**config.mk**
```make
export PLATFORM = sky130hd
export DESIGN_NAME = lec_ctrl
export DESIGN_NICKNAME = d
export VERILOG_FILES = /design/src/lec_pkg.sv /design/src/lec_ctrl.sv
export SDC_FILE = /design/constraint.sdc
export NUM_CORES = 1
export LEC_CHECK = 0
export ABC_AREA = 0
export BUFFER_PORTS_ARGS = -buffer_cell sky130_fd_sc_hd__buf_2
export CAP_MARGIN = 0
export CORE_MARGIN = 4
export CORE_UTILIZATION = 56
export DETAILED_ROUTE_END_ITERATION = 7
export PLACE_DENSITY_LB_ADDON = 0.08
export RECOVER_POWER = 25
export SLEW_MARGIN = 40
export SYNTH_ARGS = -nofsm -noshare
export SYNTH_HDL_FRONTEND = slang
export SYNTH_SLANG_ARGS = --single-unit
export TNS_END_PERCENT = 100
```
**constraint.sdc**
```tcl
create_clock -name clk -period 2.3 [get_ports clk]
set_clock_uncertainty 0.1 [all_clocks]
set_input_delay 0.46 -clock clk [delete_from_list [all_inputs] [get_ports clk]]
set_output_delay 0.46 -clock clk [all_outputs]
set_load 0.01 [all_outputs]
```
**src/lec_pkg.sv**
```systemverilog
// ----------------------------------------------------------------------------
// lec_pkg
// Shared constants, types and codes of the LMS echo canceller.
// ----------------------------------------------------------------------------
package lec_pkg;

  localparam int LEC_TAPS     = 1024;
  localparam int LEC_ADDR_W   = $clog2(LEC_TAPS);
  localparam int LEC_SAMPLE_W = 16;
  localparam int LEC_COEF_W   = 32;
  localparam int LEC_STEP_W   = 16;

  localparam logic [LEC_ADDR_W-1:0] LEC_LAST_TAP = LEC_ADDR_W'(LEC_TAPS - 1);

  // configuration port
  localparam int LEC_DATA_W  = 32;
  localparam int LEC_PADDR_W = 3;
  localparam logic LEC_REG_STEP = 1'b0;   // register index, paddr[2]
  localparam logic [LEC_STEP_W-1:0] LEC_STEP_RESET = LEC_STEP_W'(66);

  typedef enum logic [3:0] {
    LEC_CLEAR,
    LEC_IDLE,
    LEC_EST,
    LEC_EST_WAIT,
    LEC_RND,
    LEC_ERR,
    LEC_MU,
    LEC_UPD,
    LEC_UPD_WAIT
  } lec_state_t;

  typedef struct packed {
    logic                  clear;   // zero both stores at tap
    logic                  load;    // write reference at slot, latch mic
    logic                  est_rd;  // read tap/slot for the estimate
    logic                  upd_rd;  // read tap/slot for the update
    logic                  rnd;     // round accumulator to estimate
    logic                  err;     // form saturated error
    logic                  mu;      // form step * error
    logic [LEC_ADDR_W-1:0] tap;
    logic [LEC_ADDR_W-1:0] slot;
  } lec_cmd_t;

  typedef struct packed {
    logic pipe_busy;
  } lec_stat_t;

endpackage

```
**src/lec_ctrl.sv**
```systemverilog
// ----------------------------------------------------------------------------
// lec_ctrl
// Sequencer: clearing pass, estimate walk, error, update walk, pointer.
// ----------------------------------------------------------------------------
module lec_ctrl (
  input  logic               clk,
  input  logic               rst,
  input  logic               in_valid,
  output logic               in_ready,
  output logic               out_valid,
  input  logic               out_ready,
  output lec_pkg::lec_cmd_t  cmd,
  input  lec_pkg::lec_stat_t stat
);
  import lec_pkg::*;

  lec_state_t            state, state_next;
  logic [LEC_ADDR_W-1:0] tap, tap_next;
  logic [LEC_ADDR_W-1:0] slot, slot_next;
  logic [LEC_ADDR_W-1:0] ptr, ptr_next;
  logic                  out_vld, out_vld_next;
  logic                  last_tap;
  logic [LEC_ADDR_W-1:0] slot_inc;

  assign last_tap = (tap == LEC_LAST_TAP);
  assign slot_inc = (slot == LEC_LAST_TAP) ? '0 : slot + 1'b1;

  always_ff @(posedge clk) begin
    if (rst) begin
      state   <= LEC_CLEAR;
      tap     <= '0;
      slot    <= '0;
      ptr     <= '0;
      out_vld <= 1'b0;
    end else begin
      state   <= state_next;
      tap     <= tap_next;
      slot    <= slot_next;
      ptr     <= ptr_next;
      out_vld <= out_vld_next;
    end
  end

  always_comb begin
    state_next   = state;
    tap_next     = tap;
    slot_next    = slot;
    ptr_next     = ptr;
    out_vld_next = out_vld & ~out_ready;
    in_ready     = 1'b0;
    cmd          = '0;
    cmd.tap      = tap;
    cmd.slot     = slot;

    case (state)
      LEC_CLEAR: begin
        cmd.clear = 1'b1;
        tap_next  = tap + 1'b1;
        if (last_tap) begin
          state_next = LEC_IDLE;
        end
      end
      LEC_IDLE: begin
        in_ready = 1'b1;
        cmd.slot = ptr;
        if (in_valid) begin
          cmd.load   = 1'b1;
          tap_next   = '0;
          slot_next  = ptr;
          state_next = LEC_EST;
        end
      end
      LEC_EST: begin
        cmd.est_rd = 1'b1;
        tap_next   = tap + 1'b1;
        slot_next  = slot_inc;
        if (last_tap) begin
          state_next = LEC_EST_WAIT;
        end
      end
      LEC_EST_WAIT: begin
        if (!stat.pipe_busy) begin
          state_next = LEC_RND;
        end
      end
      LEC_RND: begin
        cmd.rnd    = 1'b1;
        state_next = LEC_ERR;
      end
      LEC_ERR: begin
        // hold until the output register is free
        if (!out_vld || out_ready) begin
          cmd.err      = 1'b1;
          out_vld_next = 1'b1;
          state_next   = LEC_MU;
        end
      end
      LEC_MU: begin
        cmd.mu     = 1'b1;
        tap_next   = '0;
        slot_next  = ptr;
        state_next = LEC_UPD;
      end
      LEC_UPD: begin
        cmd.upd_rd = 1'b1;
        tap_next   = tap + 1'b1;
        slot_next  = slot_inc;
        if (last_tap) begin
          state_next = LEC_UPD_WAIT;
        end
      end
      LEC_UPD_WAIT: begin
        if (!stat.pipe_busy) begin
          ptr_next   = (ptr == LEC_LAST_TAP) ? '0 : ptr + 1'b1;
          state_next = LEC_IDLE;
        end
      end
      default: begin
        state_next = LEC_IDLE;
      end
    endcase
  end

  assign out_valid = out_vld;

endmodule

```
---- Word-level counts from Yosys, hierarchy flattened ----
Cells that the tools add are included.
word-level totals
  logic and storage cells ................. 67
  bits of input ports ..................... 5
  ROM bits ................................ 0
  memory bits (writable) .................. 0
  register bits after elaboration ......... 35
  output and inout port bits .............. 29
  memories kept ........................... 0
  latch bits .............................. 0
operators by class
  shifts and indexed selects .............. 0
  $lt $le $gt $ge ......................... 0
  multipliers ............................. 0
  eq/ne operators ......................... 18
  bitwise gates (word level) .............. 3
  add/sub/neg operators ................... 3
  div/mod/pow operators ................... 0
  reduce and logical (&&, ||, !) cells .... 11
  muxes and demuxes ....................... 27
operators with widths
  kind                     count
  $pmux W10 S3             2
  $mux W10                 5
  $pmux W4 S9              1
  $add A10 B1 Y10 const B  3
  $eq A10 B10 Y1 const B   3
  $mux W4                  7
  $eq A4 B3 Y1 const B     4
  $ne A2 B2 Y1 const B     7
  $mux W1                  12
  $eq A4 B2 Y1 const B     2
  $reduce_and A7 Y1        1
  $reduce_and A2 Y1        3
  $reduce_bool A3 Y1       2
  $eq A4 B1 Y1 const B     1
  $eq A4 B4 Y1 const B     1
  $logic_not A4 Y1         1
  $reduce_or A3 Y1         1
  $not A1 Y1               2
  $reduce_or A2 Y1         1
  $and A1 B1 Y1            1
  $logic_not A1 Y1         1
  $logic_or A1 B1 Y1       1

---- Depth between registers and ports, before layout ----
Gate-level depths: netlist of run 1.
  depth after elaboration ................. 4
  gate-level depth with buffers ........... 8

---- Least setup slack after synthesis of run 1 ----
No wires, ideal clock.
  path kind ............................... register to output
  from .................................... register state[3]
  to ...................................... output cmd[5] (netlist bit)
  data required time ...................... 1740 ps
  stages on the path, launching flop included .. 8
  setup slack ............................. 67 ps
  data arrival time ....................... 1673 ps
  path buffers ............................ 3
  cell sequence ........................... dfxtp_1 > buf_2 > nor2b_1 > and2_1 > nor2b_1 > clkbuf_1 > buf_2 > mux2_2
RTL lines
  what                      line            text
  start: declaration        lec_ctrl.sv:17  lec_state_t state, state_next;
  start signal: assignment  lec_ctrl.sv:36  state <= state_next;
  end: declaration          lec_ctrl.sv:12  output lec_pkg::lec_cmd_t cmd,

==> flow_summary.yaml, run 1 <==
outcome:
  outcome: "finished, final reports clean"
grt:
  grt_max_degree: 17
  grt_pass1_vias: 1702
  antenna_found_initial: 0
  grt_first_pass_wirelength_um: 8320
  grt-ovfl-total: 0
  gr-usage-all-layers_pct: 23.9
routing:
  vias: 1927
  drc_errors: 0
  routed_wl_um: 5110
  wl_per_cell_um: 14.9
  antenna_left: 0
  vias_per_cell: 5.63
  drtIter0Drc: 192
  drtPass1Iterations: 5
yosys:
  ys_warn_count: 0
  synth_area_um2: 2070
  synth-xor-area-share_pct: 5.93
  syn_nets: 263
  synthAdderAreaFrac_pct: 1.81
  ys_seq_area_share_pct: 33.9
  synth_cell_types: 48
  syn_inst: 255
  syn_area_per_cell_um2: 8.11
  synth_compound_area_share_pct: 18.0
  yosys.area_share.simple_pct: 29.3
  synth_seq_cells: 35
  synth_top_family_by_area: "simple AND/OR/NAND/NOR gates"
  synthMuxAreaShare_pct: 6.35
pwr:
  p_leak_uw: 0.00100
  clkPwrFrac_pct: 27.5
  power.density_nw_per_um2: 654
  power_frac_seq_pct: 43.7
  combinationalPowerShare_pct: 28.8
  max-vdd-ir-drop_uv: 335
  switching_power_uw: 527
  p_int_uw: 1080
  swShare_pct: 32.7
placement:
  pre_cts_ws_ps: 159
  port_buffers: 33
  place_congestion: 0.815
  place_area_um2: 2300
  dp_hpwl_um: 3560
floorplan:
  core_um2: 3440
  initial_core_util_pct: 60.1
  fp-row-count: 21
  die_width_um: 68.8
  die_y_um: 68.8
  dieArea_um2: 4730
  ioPinCount: 34
worst_setup_path:
  worstPathMaxFanout: 7
  regToRegSetupSlack_ps: 110
  cp.arrival_ps: 1710
  critPathLaunchType: "flip-flop"
  r2r_cells: 5
  regToRegStartpoint: "state[3]"
  end_kind: "primary output"
  crit_start: "state[0]"
  crit_required_ps: 1740
  crit_end: "cmd[9]"
  timing.rr.end: "ptr[4]"
  crit_type: "flip-flop to primary output"
clock_tree:
  numCtsBuffers: 5
  cts_sinks: 35
  cts_tree: "yes"
  cts_htree_levels: 2
  postCtsHoldBufs: 0
  cts_buffer_depth: 2
  cts.clk_slew.worst_paths_ps: 80
  cts-root-buf: "clkbuf_8"
  clk-insertion-delay-late_ps: 290
layout:
  final_common_cell: "dfxtp_1"
  syn_to_final_growth_pct: 19.1
  finalNetCount: 303
  drive_above_1_share_pct: 27.0
  num_antenna_cells: 0
  mostFrequentLayoutCells: "32 x dfxtp_1, 31 x buf_2, 29 x nor2_1"
  design_area_um2: 2460
timing:
  setup_viol_count_final: 0
  maxSlewHeadroom_pct: 61.2
  fmax_ghz: 0.441
  min_period_over_period_pct: 98.5
  worst_pin_slew_ps: 583
  rsz0062_at_grt: "true"
  fin_crit_ps: 2270
  final-hold-violation-count: 0
  drv_slew: 0
  fin_ws_ps: 34.0
job:
  drv_cap: 0
worst_hold_path:
  holdCritPathClass: "input port to flip-flop"
==> worst min-delay path by stage <==
| stage | startpoint | endpoint | cells past startpoint |
|---|---|---|---|
| 2_1_floorplan | slot[9] | slot[9] | 2 |
| 3_3_place_gp | tap[1] | tap[1] | 2 |
| 3_5_place_dp | tap[1] | tap[1] | 2 |
| 4_1_cts | out_ready | out_valid | 3 |
| 5_1_grt | out_ready | out_valid | 3 |
| 6_report | out_ready | out_valid | 3 |
==> stage by stage <==
stage / hold WS (ps) / utilization (%) / instances / setup TNS (ps) / total power (uW)
2_1_floorplan: 369 / - / 255 / 0 / 999
3_3_place_gp: 402 / 66.8 / 330 / 0 / 1120
3_5_place_dp: 399 / 66.8 / 330 / 0 / 1130
4_1_cts: 372 / 70.4 / 341 / 0 / 1600
5_1_grt: 397 / 71.5 / 342 / -220 / 1710
6_report: 376 / 71.5 / 342 / 0 / 1610
==> cell usage after synthesis (all sizes together) <==
library cell | count | area share (%)
dfxtp | 35 | 34
nor2 | 29 | 5.3
nand2 | 26 | 4.7
a21oi | 19 | 4.6
o21ai | 12 | 2.9
nand3 | 11 | 2.7
nor3 | 10 | 3.8
xor2 | 10 | 4.2
buf | 9 | 2.7
mux2 | 9 | 4.9
clkbuf | 7 | 1.3
nand2b | 7 | 2.1
nand4 | 7 | 2.1
a21o | 5 | 1.8
a221oi | 5 | 2.7
inv | 4 | 0.73
nand3b | 4 | 1.5
xnor2 | 4 | 1.7
a211o | 3 | 1.3
a211oi | 3 | 1.1
and3 | 3 | 0.91
ha | 3 | 1.8
mux2i | 3 | 1.5
nor2b | 3 | 0.91
or2 | 3 | 0.91
or3 | 3 | 0.91
a311oi | 2 | 0.85
and2 | 2 | 0.60
and4 | 2 | 0.85
a21bo | 1 | 0.48
a21boi | 1 | 0.36
a22oi | 1 | 0.36
a31oi | 1 | 0.30
nor3b | 1 | 0.36
nor4 | 1 | 0.30
nor4b | 1 | 0.42
o211ai | 1 | 0.36
o21ba | 1 | 0.48
o21bai | 1 | 0.36
or3b | 1 | 0.42
or4b | 1 | 0.67
==> repair_timing <==
item | in CTS | in global routing
gates resized for setup | 7 | 7
cloned | 1 | 0
setup buffers | 2 | 1
endpoints found under the setup margin | 8 | 13
pin swaps | 1 | 0
==> cell type report <==
cell class	instances	area (um^2)
tap	46	57.6
clock inverter	1	5.00
multi-input combinational	200	1300
fill	291	980
clock buffer	7	76.3
inverter	4	15.0
sequential	35	704
timing repair buffer	49	305
==> per-layer routing <==
metal	GRT usage, %	up-vias	part of all wire, %
li1	-	978	-
met1	34.9	890	49
met2	33.4	51	43
met3	6.32	8	6.4
met4	8.52	0	1.5
met5	0	-	0
==> critical path, stage by stage, from the launching register on <==
cell     delay (ps)
dfxtp_2         330
nor2b_4         130
and2_4          140
nor2b_4         160
buf_6           160
mux2_2          340
buf_2           140
==> sequential cells by signal (all words and copies together) (netlist names) <==
signal,flops
out_valid,1
tap,10
ptr,10
slot,10
state,4
==> kinds of logic (layout without fill, tap and decap cells) <==
family,Yosys count,after routing
compound gates,56,56
xor+xnor,14,14
fa+ha+maj,3,3
buf+inv,20,61
flops,35,35
mux,12,12
simple gates,115,115
==> power groups by stage <==
stage	Combinational (uW)	Clock, uW	Sequential, uW
2_1_floorplan	296	0	703
3_3_place_gp	412	0	712
3_5_place_dp	417	0	714
4_1_cts	446	449	700
5_1_grt	516	482	709
6_report	464	442	703
Power figures use the tool's default switching activity.
==> run 2, diff against run 1 <==
--- a/config.mk
+++ b/config.mk
@@ -9,7 +9,7 @@
 export BUFFER_PORTS_ARGS = -buffer_cell sky130_fd_sc_hd__buf_2
 export CAP_MARGIN = 0
 export CORE_MARGIN = 4
-export CORE_UTILIZATION = 56
+export CORE_UTILIZATION = 25
 export DETAILED_ROUTE_END_ITERATION = 7
 export PLACE_DENSITY_LB_ADDON = 0.08
 export RECOVER_POWER = 25
==> flow_summary.yaml, run 2 (synthesized netlist as in run 1, its figures left out) <==
outcome:
  outcome: "finished, final reports clean"
grt:
  grt_first_pass_wirelength_um: 9770
  grt_max_degree: 19
  antenna_found_initial: 0
  gr-usage-all-layers_pct: 12.4
  grt_pass1_vias: 1811
  grt-ovfl-total: 0
pwr:
  max-vdd-ir-drop_uv: 214
  power.density_nw_per_um2: 688
  p_leak_uw: 0.00100
worst_setup_path:
  r2r_cells: 5
  crit_start: "state[3]"
  regToRegSetupSlack_ps: 120
  timing.rr.end: "slot[5]"
  end_kind: "primary output"
  crit_required_ps: 1740
  regToRegStartpoint: "state[2]"
  worstPathMaxFanout: 7
  cp.arrival_ps: 1700
  critPathLaunchType: "flip-flop"
  crit_type: "flip-flop to primary output"
timing:
  final-hold-violation-count: 0
  worst_pin_slew_ps: 557
  maxSlewHeadroom_pct: 62.9
  holdWs_ps: 383
  rsz0062_at_grt: "true"
  drv_slew: 0
  setup_viol_count_final: 0
  min_period_over_period_pct: 98.2
  fmax_ghz: 0.443
  fin_crit_ps: 2260
routing:
  vias: 1930
  drc_errors: 0
  antenna_left: 0
  routed_wl_um: 6110
  drtPass1Iterations: 4
  drtIter0Drc: 94
  wl_per_cell_um: 15.2
  vias_per_cell: 4.81
clock_tree:
  postCtsHoldBufs: 0
  numCtsBuffers: 5
  cts-root-buf: "clkbuf_8"
  cts_buffer_depth: 2
  cts_tree: "yes"
  cts_htree_levels: 2
  cts.clk_slew.worst_paths_ps: 90
  cts_sinks: 35
  clk-insertion-delay-late_ps: 300
worst_hold_path:
  hp-start: "out_ready"
  min_to: "out_valid"
  holdCritPathClass: "input port to flip-flop"
  hold_depth: 3
layout:
  num_antenna_cells: 0
  final_util_pct: 33.5
  fillCellCount: 828
  final_common_cell: "dfxtp_1"
  drive_above_1_share_pct: 24.4
  largest_registers: "ptr: 10 flops, slot: 10 flops, tap: 10 flops"
  syn_to_final_growth_pct: 27.9
  finalNetCount: 306
  multi_input_area_um2: 1320
  mostFrequentLayoutCells: "33 x dfxtp_1, 29 x nor2_1, 26 x nand2_1"
  seqCellArea_um2: 703
floorplan:
  fp-row-count: 32
  die_width_um: 99.0
  initial_core_util_pct: 26.2
  dieArea_um2: 9790
  ioPinCount: 34
  core_um2: 7890
  die_y_um: 99.0
placement:
  port_buffers: 33
  dp_hpwl_um: 4230
  place_congestion: 0.745
job:
  drv_cap: 0
run 2: cell types whose count changed in the layout (fill, tap and decap cells not counted), sizes merged:
cell / delta
clkbuf: +11
buf: -9
bufinv: +1
run 2: worst max path at each step:
stage,endpoint,slack [ps],depth (start not counted)
2_1_floorplan,cmd[5],70,7
5_1_grt,cmd[9],-10,6
4_1_cts,cmd[9],-20,6
6_report,cmd[6],40,6
3_5_place_dp,slot[5],210,5
3_3_place_gp,slot[5],160,5
run 2: timing repair:
item | 4_1_cts | 5_1_grt
setup buffers | 0 | 2
gates cloned | 1 | 0
resized for setup | 12 | 16
setup endpoints to repair | 8 | 8
run 2: critical path, stage by stage, from the launching register on:
cell and delay [ps]:
dfxtp_2 350, nor2b_4 110, and2_4 140, nor2b_4 190, buf_8 170, mux2_4 310, buf_6 120
run 2: metrics by stage:
stage | std cells | total power [uW] | TNS (ps) | instance area [um^2] | setup slack, ps
2_1_floorplan | 255 | 999 | 0 | 2070 | 66.9
3_5_place_dp | 390 | 1150 | 0 | 2410 | 209
4_1_cts | 399 | 1790 | -42.5 | 2580 | -17.1
5_1_grt | 401 | 1910 | -60.6 | 2650 | -13.8
6_report | 401 | 1820 | 0 | 2650 | 40.7
3_3_place_gp | 390 | 1160 | 0 | 2410 | 161
run 2: area by class of cell:
class / instances / share of cell area [%]
Clock inverter: 2 / 1.32
Tap cell: 102 / 4.82
Timing Repair Buffer: 52 / 13.8
Sequential cell: 35 / 26.6
Multi-Input combinational cell: 200 / 49.8
Clock buffer: 6 / 3.12
Inverter: 4 / 0.568
run 2: routing by layer:
| metal | GRT usage (%) | routed length, um | up-vias |
|---|---|---|---|
| li1 | - | - | 988 |
| met1 | 18.4 | 3240 | 898 |
| met2 | 17.7 | 2580 | 40 |
| met3 | 2.76 | 227 | 4 |
| met4 | 4.10 | 66 | 0 |
| met5 | 0 | 0 | - |
run 2: where the power goes:
| group | total (uW) | internal (uW) | switching [uW] |
|---|---|---|---|
| Combinational | 517 | 249 | 269 |
| Clock | 601 | 351 | 250 |
| Sequential | 700 | 651 | 48.8 |
==> run 3, diff against run 2 <==
--- a/config.mk
+++ b/config.mk
@@ -6,10 +6,10 @@
 export NUM_CORES = 1
 export LEC_CHECK = 0
 export ABC_AREA = 0
-export BUFFER_PORTS_ARGS = -buffer_cell sky130_fd_sc_hd__buf_2
+export BUFFER_PORTS_ARGS = -buffer_cell sky130_fd_sc_hd__buf_4
 export CAP_MARGIN = 0
 export CORE_MARGIN = 4
-export CORE_UTILIZATION = 25
+export CORE_UTILIZATION = 56
 export DETAILED_ROUTE_END_ITERATION = 7
 export PLACE_DENSITY_LB_ADDON = 0.08
 export RECOVER_POWER = 25
==> flow_summary.yaml, run 3 (synthesized netlist as in run 1, its figures left out) <==
routing:
  drtPass1Iterations: 4
  wl_per_cell_um: 16.0
  drtIter0Drc: 281
  vias_per_cell: 5.94
  routed_wl_um: 5480
  drc_errors: 0
  antenna_left: 0
  vias: 2032
timing:
  rsz0062_at_grt: "true"
  drv_slew: 0
  worst_pin_slew_ps: 580
  min_period_over_period_pct: 98.8
  fmax_ghz: 0.440
  maxSlewHeadroom_pct: 61.3
  final-hold-violation-count: 0
  fin_crit_ps: 2270
  setup_viol_count_final: 0
  fin_ws_ps: 27.2
layout:
  largest_registers: "ptr: 10 flops, slot: 10 flops, tap: 10 flops"
  mostFrequentLayoutCells: "39 x buf_4, 32 x dfxtp_1, 29 x nor2_1"
  final_common_cell: "buf_4"
  finalNetCount: 303
  finalNonFillerCells: 342
  design_area_um2: 2610
  drive_above_1_share_pct: 27.4
  num_antenna_cells: 0
  syn_to_final_growth_pct: 26.0
  fillCellCount: 266
clock_tree:
  cts_tree: "yes"
  clk-insertion-delay-late_ps: 290
  cts_buffer_depth: 2
  cts_htree_levels: 2
  numCtsBuffers: 5
  cts.clk_slew.worst_paths_ps: 70
  postCtsHoldBufs: 0
  cts-root-buf: "clkbuf_8"
  cts_sinks: 35
floorplan:
  die_y_um: 68.8
  dieArea_um2: 4730
  initial_core_util_pct: 60.1
  die_width_um: 68.8
  ioPinCount: 34
  core_um2: 3440
  fp-row-count: 21
worst_setup_path:
  worstPathMaxFanout: 7
  cp.arrival_ps: 1710
  r2r_cells: 5
  crit_required_ps: 1740
  timing.rr.end: "ptr[7]"
  crit_start: "state[0]"
  end_kind: "primary output"
  crit_end: "cmd[3]"
  critPathLaunchType: "flip-flop"
  crit_type: "flip-flop to primary output"
  regToRegSetupSlack_ps: 190
  regToRegStartpoint: "state[0]"
placement:
  port_buffers: 33
  place_congestion: 0.804
  pre_cts_ws_ps: 164
  place_area_um2: 2380
  dp_hpwl_um: 3700
  dp_cells: 330
pwr:
  max-vdd-ir-drop_uv: 410
  clkPwrFrac_pct: 25.8
  combinationalPowerShare_pct: 32.0
  p_leak_uw: 0.00103
  swShare_pct: 32.1
  power_frac_seq_pct: 42.3
  switching_power_uw: 538
  power.density_nw_per_um2: 644
  p_int_uw: 1140
grt:
  grt_max_degree: 27
  gr-usage-all-layers_pct: 24.4
  grt_first_pass_wirelength_um: 8690
  grt-ovfl-total: 0
  antenna_found_initial: 0
  grt_pass1_vias: 1820
outcome:
  outcome: "finished, final reports clean"
job:
  drv_cap: 0
worst_hold_path:
  holdCritPathClass: "input port to flip-flop"
==> run 3: area by class of cell <==
class | instances | area, um^2 | share of cell area (%)
clock inverters | 1 | 5.00 | 0.192
multi-input cells | 200 | 1330 | 51.0
repair buffers | 49 | 418 | 16.0
inverters | 4 | 15.0 | 0.576
flip-flops and latches | 35 | 704 | 27.0
well taps | 46 | 57.6 | 2.21
clock buffers | 7 | 76.3 | 2.93
==> run 3: how the worst min path moves through the flow <==
stage                   start  slack [ps]         to  depth (start not counted)
floorplan             slot[9]         370    slot[9]                          2
global placement      slot[9]         400    slot[9]                          2
detailed placement     tap[1]         400     tap[1]                          2
CTS                 out_ready         400  out_valid                          3
global route        out_ready         430  out_valid                          3
finish              out_ready         400  out_valid                          3
==> run 3: metrics by stage <==
stage	utilization, %	total power [uW]	hold WS (ps)	setup TNS [ps]
final	75.7	1680	398	0
after global routing	75.7	1770	429	-184
after CTS	72.8	1620	396	-6.12
after detailed placement	69.2	1160	402	0
after global placement	69.2	1150	403	0
after floorplan	-	999	369	0
==> run 3: routing by layer <==
metal	share of wire [%]	wire length [um]	track usage, %
met2	47	2590	37.5
met5	0	0	0
met1	43	2370	34.8
met3	8.0	437	4.21
met4	1.5	82	7.06
==> run 3: power by group through the flow <==
stage	Combinational [uW]	Sequential [uW]	Clock, uW
6_report	536	709	432
2_1_floorplan	296	703	0
3_3_place_gp	436	713	0
5_1_grt	586	715	464
3_5_place_dp	447	715	0
4_1_cts	476	704	438
==> run 3: what timing repair did <==
item / CTS / global route
setup buffers: 1 / 2
endpoints found under the setup margin: 8 / 10
pin swaps: 0 / 1
gates cloned: 1 / 0
gates resized for setup: 11 / 19
==> run 3: critical path, cell delays in order, from the launching register on <==
cell     delay [ps]
dfxtp_2         360
nor2b_4         150
and2_4          140
nor2b_4         180
buf_8           160
mux2_4          310
buf_6           120
